<file path="config.mk">
export PLATFORM = sky130hd
export DESIGN_NAME = decimal_string_to_fixed_flat
export DESIGN_NICKNAME = d
export VERILOG_FILES = /design/src/rtl/core/dstf_pkg.sv /design/src/rtl/core/dstf_if.sv /design/src/rtl/core/dstf_scan.sv /design/src/rtl/core/dstf_pack.sv /design/src/rtl/core/decimal_string_to_fixed.sv /design/src/flat_wrapper.sv
export SDC_FILE = /design/constraint.sdc
export NUM_CORES = 1
export LEC_CHECK = 0
export ABC_AREA = 1
export BUFFER_PORTS_ARGS = -buffer_cell sky130_fd_sc_hd__buf_2
export CAP_MARGIN = 25
export CORE_ASPECT_RATIO = 0.5
export CORE_MARGIN = 3
export CORE_UTILIZATION = 50
export CTS_CLUSTER_DIAMETER = 30
export CTS_CLUSTER_SIZE = 8
export DETAILED_ROUTE_END_ITERATION = 7
export PLACE_DENSITY = 0.73
export SYNTH_ARGS = -nofsm -noshare
export SYNTH_HDL_FRONTEND = slang
export SYNTH_SLANG_ARGS = --single-unit
</file>
<file path="constraint.sdc">
create_clock -name clk -period 9.98 [get_ports clk]
set_input_delay 2.994 -clock clk [delete_from_list [all_inputs] [get_ports clk]]
set_output_delay 2.994 -clock clk [all_outputs]
set_load 0.005 [all_outputs]
</file>
<file path="src/rtl/core/dstf_pkg.sv">
// Shared constants, types and the fraction weight table of the decimal string converter.
package dstf_pkg;

  localparam int FRAC_DIGITS = 10;
  localparam int FRAC_CNT_W  = $clog2(FRAC_DIGITS + 1);

  localparam logic [7:0] CH_NUL   = 8'h00;
  localparam logic [7:0] CH_ZERO  = 8'h30;
  localparam logic [7:0] CH_NINE  = 8'h39;
  localparam logic [7:0] CH_MINUS = 8'h2D;
  localparam logic [7:0] CH_DOT   = 8'h2E;
  localparam logic [7:0] CH_COMMA = 8'h2C;

  localparam logic [63:0] POS_MAX = 64'h7FFF_FFFF_FFFF_FFFF;
  localparam logic [63:0] NEG_MIN = 64'h8000_0000_0000_0000;

  typedef enum logic [2:0] {
    ST_OK       = 3'd0,
    ST_EMPTY    = 3'd1,
    ST_BADCHAR  = 3'd2,
    ST_TWOSEP   = 3'd3,
    ST_SEPEDGE  = 3'd4,
    ST_NOINT    = 3'd5,
    ST_OVERFLOW = 3'd6
  } status_t;

  typedef struct packed {
    logic [63:0] mag;
    logic        negative;
    status_t     pre_status;
  } fin_t;

  // Weight of fraction digit k+1: floor(2^32 / 10^(k+1)).
  function automatic logic [31:0] frac_weight(input logic [4:0] k);
    logic [31:0] w;
    case (k)
      5'd0:    w = 32'd429496729;
      5'd1:    w = 32'd42949672;
      5'd2:    w = 32'd4294967;
      5'd3:    w = 32'd429496;
      5'd4:    w = 32'd42949;
      5'd5:    w = 32'd4294;
      5'd6:    w = 32'd429;
      5'd7:    w = 32'd42;
      5'd8:    w = 32'd4;
      default: w = 32'd0;
    endcase
    return w;
  endfunction

endpackage

</file>
<file path="src/rtl/core/dstf_if.sv">
// Valid/ready channel interfaces for the character input and the converted result.
interface dstf_in_if;
  logic       valid;
  logic       ready;
  logic [7:0] ch;
  logic       last;

  modport source (output valid, output ch, output last, input ready);
  modport sink (input valid, input ch, input last, output ready);
endinterface

interface dstf_out_if;
  logic               valid;
  logic               ready;
  logic signed [63:0] value;
  logic [2:0]         status;

  modport source (output valid, output value, output status, input ready);
  modport sink (input valid, input value, input status, output ready);
endinterface

</file>
<file path="src/rtl/core/dstf_scan.sv">
// Input register and per-character parse state, with a register for each finished string.
module dstf_scan (
  input  logic          clk,
  input  logic          rst_n,
  dstf_in_if.sink       in_chan,
  output logic          fin_valid,
  input  logic          fin_ready,
  output dstf_pkg::fin_t fin
);
  import dstf_pkg::*;

  logic [7:0]            ch_r;
  logic                  last_r;
  logic                  s1_valid_r, s1_valid_nxt;
  logic                  s1_go;
  logic                  in_take;

  logic [31:0]           int_acc_r, int_acc_nxt;
  logic [31:0]           frac_acc_r, frac_acc_nxt;
  logic                  neg_r, neg_nxt;
  logic                  sep_r, sep_nxt;
  logic                  int_seen_r, int_seen_nxt;
  logic [FRAC_CNT_W-1:0] frac_cnt_r, frac_cnt_nxt;
  logic                  started_r, started_nxt;
  status_t               err_r, err_nxt;

  fin_t                  fin_r, fin_nxt;
  logic                  fin_valid_r, fin_valid_nxt;

  logic [3:0]            digit;
  logic [35:0]           int_prod;
  logic [35:0]           frac_prod;
  status_t               pre_status;

  assign s1_go          = s1_valid_r && (!last_r || !fin_valid_r || fin_ready);
  assign in_chan.ready  = !s1_valid_r || s1_go;
  assign in_take        = in_chan.valid && in_chan.ready;
  assign s1_valid_nxt   = in_take ? 1'b1 : (s1_go ? 1'b0 : s1_valid_r);
  assign fin_valid_nxt  = (s1_go && last_r) ? 1'b1 : (fin_ready ? 1'b0 : fin_valid_r);

  assign digit     = ch_r[3:0];
  assign int_prod  = {int_acc_r, 3'b000} + {2'b00, int_acc_r, 1'b0} + {32'd0, digit};
  assign frac_prod = {4'd0, frac_weight(5'(frac_cnt_r))} * {32'd0, digit};

  always_comb begin
    int_acc_nxt  = int_acc_r;
    frac_acc_nxt = frac_acc_r;
    neg_nxt      = neg_r;
    sep_nxt      = sep_r;
    int_seen_nxt = int_seen_r;
    frac_cnt_nxt = frac_cnt_r;
    started_nxt  = 1'b1;
    err_nxt      = err_r;
    if (ch_r == CH_NUL) begin
    end else if (ch_r == CH_MINUS && !started_r) begin
      neg_nxt = 1'b1;
    end else if (ch_r == CH_DOT || ch_r == CH_COMMA) begin
      if (sep_r) begin
        if (err_r == ST_OK) err_nxt = ST_TWOSEP;
      end else if (!int_seen_r && !neg_r) begin
        if (err_r == ST_OK) err_nxt = ST_SEPEDGE;
      end
      sep_nxt = 1'b1;
    end else if (!(ch_r inside {[CH_ZERO:CH_NINE]})) begin
      if (err_r == ST_OK) err_nxt = ST_BADCHAR;
    end else if (!sep_r) begin
      if (int_prod[35:32] != 4'd0) begin
        int_acc_nxt = 32'hFFFF_FFFF;
        if (err_r == ST_OK) err_nxt = ST_OVERFLOW;
      end else begin
        int_acc_nxt = int_prod[31:0];
      end
      int_seen_nxt = 1'b1;
    end else if (frac_cnt_r < FRAC_CNT_W'(FRAC_DIGITS)) begin
      frac_acc_nxt = frac_acc_r + frac_prod[31:0];
      frac_cnt_nxt = frac_cnt_r + 1'b1;
    end
  end

  always_comb begin
    if (err_nxt != ST_OK) begin
      pre_status = err_nxt;
    end else if (!int_seen_nxt && frac_cnt_nxt == '0 && !sep_nxt) begin
      pre_status = ST_EMPTY;
    end else if (sep_nxt && frac_cnt_nxt == '0) begin
      pre_status = ST_SEPEDGE;
    end else if (!int_seen_nxt) begin
      pre_status = ST_NOINT;
    end else begin
      pre_status = ST_OK;
    end
    fin_nxt.mag        = {int_acc_nxt, frac_acc_nxt};
    fin_nxt.negative   = neg_nxt;
    fin_nxt.pre_status = pre_status;
  end

  always_ff @(posedge clk) begin
    if (!rst_n) begin
      s1_valid_r  <= 1'b0;
      fin_valid_r <= 1'b0;
      int_acc_r   <= '0;
      frac_acc_r  <= '0;
      neg_r       <= 1'b0;
      sep_r       <= 1'b0;
      int_seen_r  <= 1'b0;
      frac_cnt_r  <= '0;
      started_r   <= 1'b0;
      err_r       <= ST_OK;
    end else begin
      s1_valid_r  <= s1_valid_nxt;
      fin_valid_r <= fin_valid_nxt;
      if (s1_go) begin
        if (last_r) begin
          int_acc_r  <= '0;
          frac_acc_r <= '0;
          neg_r      <= 1'b0;
          sep_r      <= 1'b0;
          int_seen_r <= 1'b0;
          frac_cnt_r <= '0;
          started_r  <= 1'b0;
          err_r      <= ST_OK;
        end else begin
          int_acc_r  <= int_acc_nxt;
          frac_acc_r <= frac_acc_nxt;
          neg_r      <= neg_nxt;
          sep_r      <= sep_nxt;
          int_seen_r <= int_seen_nxt;
          frac_cnt_r <= frac_cnt_nxt;
          started_r  <= started_nxt;
          err_r      <= err_nxt;
        end
      end
    end
  end

  always_ff @(posedge clk) begin
    if (in_take) begin
      ch_r   <= in_chan.ch;
      last_r <= in_chan.last;
    end
    if (s1_go && last_r) begin
      fin_r <= fin_nxt;
    end
  end

  assign fin_valid = fin_valid_r;
  assign fin       = fin_r;

endmodule

</file>
<file path="src/rtl/core/dstf_pack.sv">
// Sign, saturation and final status of a finished string, held in the result register.
module dstf_pack (
  input  logic           clk,
  input  logic           rst_n,
  input  logic           fin_valid,
  output logic           fin_ready,
  input  dstf_pkg::fin_t fin,
  dstf_out_if.source     out_chan
);
  import dstf_pkg::*;

  logic               out_valid_r, out_valid_nxt;
  logic [63:0]        value_r, value_nxt;
  status_t            status_r, status_nxt;
  logic               sat;
  logic [63:0]        signed_val;
  logic               load;

  assign fin_ready     = !out_valid_r || out_chan.ready;
  assign load          = fin_valid && fin_ready;
  assign out_valid_nxt = load ? 1'b1 : (out_chan.ready ? 1'b0 : out_valid_r);

  always_comb begin
    if (fin.negative) begin
      sat        = fin.mag[63] && (fin.mag[62:0] != 63'd0);
      signed_val = sat ? NEG_MIN : (64'd0 - fin.mag);
    end else begin
      sat        = fin.mag[63];
      signed_val = sat ? POS_MAX : fin.mag;
    end
    status_nxt = fin.pre_status;
    value_nxt  = signed_val;
    if (fin.pre_status == ST_OK && sat) begin
      status_nxt = ST_OVERFLOW;
    end
    if (fin.pre_status inside {[ST_EMPTY:ST_SEPEDGE]}) begin
      value_nxt = 64'd0;
    end
  end

  always_ff @(posedge clk) begin
    if (!rst_n) begin
      out_valid_r <= 1'b0;
    end else begin
      out_valid_r <= out_valid_nxt;
    end
  end

  always_ff @(posedge clk) begin
    if (load) begin
      value_r  <= value_nxt;
      status_r <= status_nxt;
    end
  end

  assign out_chan.valid  = out_valid_r;
  assign out_chan.value  = value_r;
  assign out_chan.status = status_r;

endmodule

</file>
<file path="src/rtl/core/decimal_string_to_fixed.sv">
// Top level of the ASCII decimal string to signed Q32.32 converter.
// Path: input character register, finished-string register, then the registered result word.
// Throughput: one character word per cycle, set by the multiply-add parse stage.
// A result that waits on the output does not stop input until the stage buffers are full.
// Reset: synchronous active-low rst_n clears all valid flags and the parse state.
module decimal_string_to_fixed (
  input  logic        clk,
  input  logic        rst_n,
  dstf_in_if.sink     in_chan,
  dstf_out_if.source  out_chan
);
  import dstf_pkg::*;

  logic fin_valid;
  logic fin_ready;
  fin_t fin;

  dstf_scan u_scan (
    .clk       (clk),
    .rst_n     (rst_n),
    .in_chan   (in_chan),
    .fin_valid (fin_valid),
    .fin_ready (fin_ready),
    .fin       (fin)
  );

  dstf_pack u_pack (
    .clk       (clk),
    .rst_n     (rst_n),
    .fin_valid (fin_valid),
    .fin_ready (fin_ready),
    .fin       (fin),
    .out_chan  (out_chan)
  );

endmodule

</file>
<file path="src/flat_wrapper.sv">
// flat-port wrapper written by rule: the top's interface ports become plain ports
module decimal_string_to_fixed_flat import dstf_pkg::*;
  (clk, rst_n, in_chan_valid, in_chan_ch, in_chan_last, in_chan_ready, out_chan_valid, out_chan_value, out_chan_status, out_chan_ready);
  dstf_in_if in_chan_i ();
  dstf_out_if out_chan_i ();
  input  logic clk;
  input  logic rst_n;
  input wire logic [$bits(in_chan_i.valid)-1:0] in_chan_valid;
  input wire logic [$bits(in_chan_i.ch)-1:0] in_chan_ch;
  input wire logic [$bits(in_chan_i.last)-1:0] in_chan_last;
  output wire logic [$bits(in_chan_i.ready)-1:0] in_chan_ready;
  output wire logic [$bits(out_chan_i.valid)-1:0] out_chan_valid;
  output wire logic [$bits(out_chan_i.value)-1:0] out_chan_value;
  output wire logic [$bits(out_chan_i.status)-1:0] out_chan_status;
  input wire logic [$bits(out_chan_i.ready)-1:0] out_chan_ready;
  assign in_chan_i.valid = in_chan_valid;
  assign in_chan_i.ch = in_chan_ch;
  assign in_chan_i.last = in_chan_last;
  assign in_chan_ready = in_chan_i.ready;
  assign out_chan_valid = out_chan_i.valid;
  assign out_chan_value = out_chan_i.value;
  assign out_chan_status = out_chan_i.status;
  assign out_chan_i.ready = out_chan_ready;
  decimal_string_to_fixed u_core (.clk(clk), .rst_n(rst_n), .in_chan(in_chan_i), .out_chan(out_chan_i));
endmodule
</file>
=== Word level (Yosys, flattened, before mapping) ===
Memory sizes are Yosys's and may differ from the RTL's. A register that Yosys moved wholly into a read port is not among the register bits.
Index checks and enable logic that the tools add are counted.

* Register bits after elaboration: 222
* Memory bits (read-only): 432
* Memories kept: 1
* Input bits: 13

{| class="wikitable"
|+ Memories
! memory !! depth !! bits a word !! read ports !! clocked after Yosys merged registers in !! write ports !! RTL line !! RTL
|-
| (name not given) || 16 || 27 || 1 || 1 || 0 || dstf_pkg.sv:36 || <nowiki>case (k)</nowiki>
|}

* Equality and inequality tests: 3
* $add $sub $neg: 5
* $lt $le $gt $ge: 5
* Multipliers: 1
* Multiplexer cells: 64
* Reductions and logical operators: 37

{| class="wikitable"
|+ Operators with widths
! operator !! number
|-
| 2-to-1 mux 32 bit || 14
|-
| 2-to-1 mux 64 bit || 2
|-
| subtractor 1 x 64 -> 64 bit (first input constant) || 1
|-
| 2-to-1 mux 63 bit || 1
|-
| nonzero test 63 bit || 1
|-
| 2-to-1 mux 3 bit || 17
|-
| adder 35 x 33 -> 36 bit || 1
|-
| adder 36 x 4 -> 36 bit || 1
|-
| 2-to-1 mux 4 bit || 9
|-
| adder 32 bit || 1
|-
| multiplier 32 x 4 -> 32 bit || 1
|-
| equality test 8 x 6 -> 1 bit (second input constant) || 3
|-
| 2-to-1 mux 1 bit || 21
|-
| logical AND 1 bit || 13
|-
| logical NOT 1 bit || 9
|-
| >= comparator 8 x 6 -> 1 bit (second input constant) || 1
|-
| less-or-equal comparator 8 x 6 -> 1 bit (second input constant) || 1
|-
| logical NOT 8 bit || 1
|-
| logical NOT 3 bit || 2
|-
| nonzero test 2 bit || 3
|-
| logical OR 1 bit || 5
|-
| adder 4 x 1 -> 4 bit (second input constant) || 1
|-
| logical NOT 4 bit || 1
|-
| less-than comparator 4 bit (second input constant) || 1
|-
| other kinds (4) || 4
|}

=== Logic depth before layout (Yosys ltp) ===
Gate-level depths: netlist (run 1).

* Depth in word-level cells: 12
* Mapped depth: 26
* Mapped depth without buffers: 25

=== Cells and area by module ===
A second synthesis (run 1) with hierarchy kept.

* Cell total of the unflattened synthesis: 2640
* Area, all modules: 19328.5 um^2

{| class="wikitable"
|+ By module, submodules not included
! module !! instances !! cells each !! sequential area each (um^2) !! area an instance (um^2)
|-
| dstf_scan || 1 || 1853 || 4254.1 || 14128.6
|-
| dstf_pack || 1 || 787 || 2031.9 || 5200.0
|}

=== Worst setup path after synthesis (run 1) ===
Ideal clock, no wire load.

* Path kind: input to output
* Start: input out_chan_ready
* End: output in_chan_ready
* Data required time: 6986 ps
* Buffers on the path: 0
* Stages: 6
* Path slack: 3517 ps
* Arrival: 3469 ps
* Cells stage by stage: nor2_1 > inv_1 > nor2_1 > nand2_1 > inv_1 > nand2_1

* Longest elaborated chain between the ends: 4

{| class="wikitable"
|+ Ends and longest elaborated chain
! item !! RTL line !! RTL
|-
| from (decl) || flat_wrapper.sv:15 || <nowiki>input wire logic [$bits(out_chan_i.ready)-1:0] out_chan_ready;</nowiki>
|-
| logical OR 1 bit || dstf_pack.sv:19 || <nowiki>assign fin_ready = !out_valid_r || out_chan.ready;</nowiki>
|-
| logical OR 1 bit || dstf_scan.sv:35 || <nowiki>assign s1_go = s1_valid_r && (!last_r || !fin_valid_r || fin_ready);</nowiki>
|-
| logical AND 1 bit || dstf_scan.sv:35 ||
|-
| logical OR 1 bit || dstf_scan.sv:36 || <nowiki>assign in_chan.ready = !s1_valid_r || s1_go;</nowiki>
|-
| to (decl) || flat_wrapper.sv:11 || <nowiki>output wire logic [$bits(in_chan_i.ready)-1:0] in_chan_ready;</nowiki>
|}

Every way passes these cells.

=== Worst setup path after layout (run 1) ===
Ends and elaborated chain as after synthesis.

==> results of run 1 <==
==> metal layers <==
metal	GRT usage (%)	up-vias	wire length, um
met5	0	-	0
met4	5.47	0	884
met3	3.88	64	3220
met2	40.1	494	23300
met1	33.9	7748	22900
li1	-	8310	-
==> stage by stage <==
stage / cells / instance area, um2 / power (uW)
2_1_floorplan: 2526 / 19300 / 1350
3_3_place_gp: 3071 / 20200 / 1430
3_5_place_dp: 3071 / 20200 / 1440
4_1_cts: 3151 / 21600 / 2830
5_1_grt: 3151 / 21600 / 2930
6_report: 3151 / 21600 / 2810
==> worst max-delay path, delay by kind of cell <==
family / cells / cell delay, ns
buf+inv: 4 / 0.39
simple gates: 4 / 0.48
==> path summary, 6_finish.rpt <==
check,from,to,slack (ns)
hold / removal,u_core.u_scan.frac_acc_r[9],u_core.u_scan.frac_acc_r[9],0.47
setup / recovery,out_chan_ready,in_chan_ready,3.12
hold reg to reg,u_core.u_scan.frac_acc_r[9],u_core.u_scan.frac_acc_r[9],0.47
setup reg to reg,u_core.u_scan.ch_r[1],u_core.u_scan.frac_acc_r[22],4.92
==> sequential cells by signal, summed over array words and instances (netlist names), named ones only <==
register / count
u_core.u_scan.fin: 68
u_core.u_scan.s1_valid_r: 1
u_core.u_scan.int_seen_r: 1
u_core.u_pack.out_chan.status: 3
u_core.u_scan.fin_valid: 1
u_core.u_scan.err_r: 3
u_core.u_scan.sep_r: 1
u_core.u_scan.int_acc_r: 32
u_core.u_scan.last_r: 1
u_core.u_pack.out_chan.value: 64
u_core.u_scan.frac_cnt_r: 4
u_core.u_scan.started_r: 1
u_core.u_scan.neg_r: 1
u_core.u_pack.out_chan.valid: 1
u_core.u_scan.ch_r: 8
u_core.u_scan.frac_acc_r: 32
==> power by group <==
group          total, uW  leakage [uW]  internal (uW)  switching (uW)
sequential          1090       0.00214           1070            15.5
clock               1390      0.000660            896             491
combinational        331       0.00699            110             222
==> cell usage in the layout, fill, tap and decap left out, drive strengths merged, types with 14 or more instances in the layout <==
master and instances:
nand2 621, inv 457, nor2 227, a21oi 187
edfxtp 144, o21ai 126, ha 118, dfxtp 98
nand3 96, buf 94, fa 77, clkbuf 66
xor2 53, nor3 41, o211ai 35, o21a 32
xnor2 30, nand4 28, a211oi 14, a31oi 14
==> kinds of logic after synthesis <==
kind of cell / share of synthesized area [%]
AO/OA/AOI/OAI: 14.1
flip-flops: 32.5
AND/OR/NAND/NOR: 23.5
adder cells (fa/ha/maj): 15.6
buffers and inverters: 10.4
XOR/XNOR: 3.76
==> final cells by class <==
cell class / count / area share (%)
clock buffer: 66 / 5.68
clock inverter: 14 / 0.650
inverter: 458 / 7.98
multi-input combinational: 1757 / 51.2
sequential: 242 / 29.2
tap: 520 / 3.02
timing repair buffer: 94 / 2.33
==> qor.txt, run 1 <==
clock buffer depth: 3
FP Rows: 50
area delta synth->final: 11.6%
WP data arrival: 3.87 ns
Final Wtd Congestion: 0.942
Layout Utilization: 57.2%
min Tclk post-route: 6.86 ns
I/O pin count: 82
commonest cells in the netlist: nand2_1, inv_1, nor2_1
FMAX: 146 MHz
CTS Hold Buffers Added: 0
grt ovf: 0
outcome: finished clean
Vias: 16600
initial antenna violation count: 0
post-synth top area cell: edfxtp_1
worst slew pin tran: 1.02 ns
CP max stage cell: nor2_1
height of the die: 145 um
CP peak stage delay: 0.22 ns
post-route ant nets: 0
core footprint: 0.0377 mm2
# clock sinks: 242
# diodes: 0
endpoints failing hold: 0
pre-CTS WS: 3.13 ns
die footprint: 0.0412 mm2
LEAKAGE: 0.00979 uW
Slew HR: 31.7%
Clk Latency, worst-skew pair: 0.54 ns
hold path depth: 2
register area share after synthesis: 32.5%
FFs w/ async S/R, synth: 0%
Worst-path clk slew: 0.05 ns
PostCTS Resize Cnt: 0
largest net degree at the start of global routing: 68
Syn Inst Count: 2526
Remaining DRCs: 0
hpwl dp: 37.9 mm
DIE WIDTH: 284 um
number of synthesized register bits: 242
# Max-Cap Violations: 0
Final #Nets: 2805
ys flop type: edfxtp_1
hold_ws: 0.465 ns
period utilization: 68.7%
clock root cell: clkbuf_16
Max Slew Vio Count: 0
vias per cell: 5.27
number of fill cells: 3451
Ys Warns: 0
PortBufs: 81
TritonCTS buffer count: 44
Storage cell area: 0.00629 mm2
syn_nets: 2734
starting density of the core: 51.2%
H-tree level count: 2
CP startpoint kind: input pin
GRT Overall Usage: 24.4%
Post-synth EDFFs: 144
Cell variety after synth: 60
critical path class: input pin to output port
CTS tree: yes
R2R depth: 19
most frequent cell after synthesis: nand2_1
required time of the worst setup path: 6.99 ns
vias in the first global route: 15900
RSZ-0062 raised after global routing: false
skew final: 0.0337 ns
top-area cell type share of the netlist area: 22.4%
Finish-stage setup viols: 0
crit end category: output port
share of layout cells above drive strength 1: 11.4%
overall routed net length: 50.3 mm
area of the multi-input gates: 0.0110 mm2
first-iteration detailed-routing DRC count: 1342
WL/cell: 16.0 um
synthesized area per cell: 7.65 um2
first-pass GRT wire length: 82.6 mm
drt first pass iters: 7
pwr/cell area: 130 mW/mm2
synthesized cell area: 0.0193 mm2
Post-CTS Setup Repair Bufs: 0
Fin Setup TNS: 0 ns
worst-path maximum fanout: 3
hold crit path type: register to register
CP Cell Sequence: buf_2 > nor2_1 > inv_1 > nor2_1 > nand2_1 > inv_1 > nand2_1 > buf_2
VDD IR-drop max: 0.108 mV
Final WS setup: 3.12 ns
synth top area cells: edfxtp_1, nand2_1, dfxtp_1
(Power assumes the default switching activity.)
==> run 2, diff against run 1 <==
- ABC_AREA: 1 -> 0
- PLACE_DENSITY: 0.73 -> 0.76
- clock period: 9.98 -> 6.3 ns (I/O delays scaled with it)
==> qor.txt, run 2 <==
outcome: finished clean (unchanged)
Post-synth EDFFs: 144 (unchanged)
hpwl dp: 31.9 mm (was 37.9 mm)
met2 Resource Use GR: 38.7% (was 40.1%)
Worst-path clk slew: 0.05 ns (about the same)
crit end category: register (was output port)
skew final: 0.0208 ns (was 0.0337 ns)
GR Util met3: 4.67% (was 3.88%)
# Max-Cap Violations: 0 (unchanged)
period utilization: 88.5%
CP startpoint kind: register (was input pin)
synthesized cell area: 0.0177 mm2 (was 0.0193 mm2)
pwr/cell area: 234 mW/mm2 (was 130 mW/mm2)
LEAKAGE: 0.00845 uW (was 0.00979 uW)
post-synth top area cell: edfxtp_1 (unchanged)
Layout Utilization: 57.7% (was 57.2%)
FP Rows: 48 (was 50)
RSZ-0062 raised after global routing: false (unchanged)
clock buffer depth: 3 (unchanged)
combinational share of power: 14.6% (was 11.8%)
Ys Warns: 0 (unchanged)
Final #Nets: 2238 (was 2805)
CP Cell Sequence: nand2_1 > fa_1 > inv_1 > fa_1 > inv_1 > fa_1 > inv_1 > ha_1 > nand4_1 > nor3_1 > nand2_1 > o211ai_1 > a31oi_1 > o31ai_1 > nand4_1 > a31o_2 (was buf_2 > nor2_1 > inv_1 > nor2_1 > nand2_1 > inv_1 > nand2_1 > buf_2)
DIE WIDTH: 272 um (was 284 um)
final std cells w/o fill: 2537 (was 3151)
first-pass GRT wire length: 71.8 mm (was 82.6 mm)
TritonCTS buffer count: 44 (unchanged)
overall routed net length: 43.7 mm (was 50.3 mm)
max reg flops: 68 (unchanged)
critical path class: register to register (was input pin to output port)
Remaining DRCs: 0 (unchanged)
hold crit path type: register to register (unchanged)
CTS tree: yes (unchanged)
Finish-stage setup viols: 0 (unchanged)
height of the die: 139 um (was 145 um)
commonest cells in the netlist: nor2_1, inv_1, edfxtp_1 (was nand2_1, inv_1, nor2_1)
CP max stage cell: edfxtp_1 (was nor2_1)
top-area cell type share of the netlist area: 24.4% (was 22.4%)
Storage cell area: 0.00629 mm2 (unchanged)
Vias: 14600 (was 16600)
most frequent cells in the layout: nor2_1, inv_1, edfxtp_1 (was nand2_1, inv_1, nor2_1)
sequential power share: 37.2% (was 38.8%)
Clock Power Share: 48.2% (was 49.4%)
DP Area: 0.0186 mm2 (was 0.0202 mm2)
internal power: 3460 uW (was 2080 uW)
CP peak stage delay: 0.86 ns (was 0.22 ns)
crit path buf inv count: 3 (was 4)
Cell variety after synth: 76 (was 60)
grt ovf: 0 (unchanged)
switching power of the nets: 1230 uW (was 728 uW)
Final Instance Area: 0.0200 mm2 (was 0.0216 mm2)
Post-CTS Setup Repair Bufs: 0 (unchanged)
core footprint: 0.0347 mm2 (was 0.0377 mm2)
largest net degree at the start of global routing: 68 (unchanged)
most frequent cell after synthesis: nor2_1 (was nand2_1)
vias in the first global route: 14100 (was 15900)
FFs w/ async S/R, synth: 0% (unchanged)
worst slew pin tran: 1.01 ns (was 1.02 ns)
min Tclk post-route: 5.58 ns
synth top area cells: edfxtp_1, dfxtp_1, fa_1 (was edfxtp_1, nand2_1, dfxtp_1)
WP data arrival: 5.86 ns (was 3.87 ns)
Max Slew Vio Count: 0 (unchanged)
ys flop type: edfxtp_1 (unchanged)
clock root cell: clkbuf_16 (unchanged)
required time of the worst setup path: 6.59 ns (was 6.99 ns)
drt first pass iters: 7 (unchanged)
first-iteration detailed-routing DRC count: 1382 (was 1342)
vias per cell: 5.75 (was 5.27)
# clock sinks: 242 (unchanged)
Clk Latency, worst-skew pair: 0.54 ns (about the same)
die footprint: 0.0379 mm2 (was 0.0412 mm2)
post-route ant nets: 0 (unchanged)
area of the multi-input gates: 0.0104 mm2 (was 0.0110 mm2)
worst-path maximum fanout: 24 (was 3)
Final Wtd Congestion: 0.872 (was 0.942)
endpoints failing hold: 0 (unchanged)
Fin Setup TNS: 0 ns (unchanged)
CTS Hold Buffers Added: 0 (unchanged)
synthesized area per cell: 9.03 um2 (was 7.65 um2)
busiest layer in global routing: met2 (unchanged)
starting density of the core: 51.1% (was 51.2%)
number of synthesized register bits: 242 (unchanged)
syn_nets: 2173 (was 2734)
register area share after synthesis: 35.4% (was 32.5%)
WL/cell: 17.2 um (was 16.0 um)
number of fill cells: 3001 (was 3451)
FMAX: 179 MHz
commonest non-fill, non-tap cell in the layout: nor2_1 (was nand2_1)
H-tree level count: 2 (unchanged)
placed cell count: 2458 (was 3071)
switching share of total power: 26.2% (was 25.9%)
VDD IR-drop max: 0.168 mV (was 0.108 mV)
GRT Overall Usage: 23.1% (was 24.4%)
grt met1 use: 30.2% (was 33.9%)
PostCTS Resize Cnt: 0 (unchanged)
Slew HR: 32.2% (was 31.7%)
CP delay by family, top: adder cells (was simple AND/OR/NAND/NOR gates)
I/O pin count: 82 (unchanged)
share of layout cells above drive strength 1: 9.60% (was 11.4%)
Syn Inst Count: 1965 (was 2526)
initial antenna violation count: 0 (unchanged)
PortBufs: 81 (unchanged)
# diodes: 0 (unchanged)
area delta synth->final: 12.8% (was 11.6%)
-- run 2: layout make-up --
class / count / area share [%]
sequential: 242 / 31.4
inverter: 200 / 3.75
clock buffer: 63 / 6.33
clock inverter: 15 / 0.763
multi-input combinational: 1438 / 51.9
tap: 475 / 2.97
timing repair buffer: 104 / 2.93
-- run 2: path summary, 6_finish.rpt --
check	startpoint	end	slack (ns)	cells after the start
hold / removal	u_core.u_scan.started_r	u_core.u_scan.started_r	0.47	2
setup / recovery	u_core.u_scan.ch_r[1]	u_core.u_scan.fin[35]	0.72	16
hold reg to reg	u_core.u_scan.started_r	u_core.u_scan.started_r	0.47	2
setup reg to reg	u_core.u_scan.ch_r[1]	u_core.u_scan.fin[35]	0.72	16
-- run 2: power groups by stage --
stage | registers (uW) | logic (uW) | clock network [uW]
finish | 1740 | 684 | 2250
global route | 1750 | 780 | 2360
CTS | 1740 | 681 | 2280
detailed placement | 1770 | 675 | 0
global placement | 1770 | 662 | 0
floorplan | 1760 | 532 | 0
-- run 2: worst register-to-register path: cells and delay by family (launching register included) --
kind / cells / cell delay, ns
AO/OA/AOI/OAI: 4 / 1.31
buffers and inverters: 3 / 0.15
adder cells (fa/ha/maj): 4 / 1.98
flip-flops: 1 / 0.86
AND/OR/NAND/NOR: 5 / 1.03
-- run 2: logic make-up (layout without fill, tap and decap cells) --
| logic type | count (synthesis) | in the layout | synth area share, % |
|---|---|---|---|
| mux | 20 | 20 | 1.18 |
| simple gates | 665 | 665 | 18.8 |
| xor+xnor | 56 | 56 | 2.76 |
| flops | 242 | 242 | 35.4 |
| fa+ha+maj | 195 | 195 | 17.0 |
| buf+inv | 285 | 382 | 6.25 |
| compound gates | 502 | 502 | 18.6 |
-- run 2: metrics by stage --
stage	hold slack [ns]	total power (uW)	setup slack, ns
6_report	0.471	4680	0.725
3_3_place_gp	0.458	2430	0.954
5_1_grt	0.490	4890	0.389
4_1_cts	0.470	4700	0.785
3_5_place_dp	0.459	2450	0.832
2_1_floorplan	0.431	2290	0.840
-- run 2: metal layers --
layer	share of wire, %	up-vias
met5	0	-
met4	2.7	0
met3	6.4	83
met2	47	471
met1	44	6957
li1	-	7068
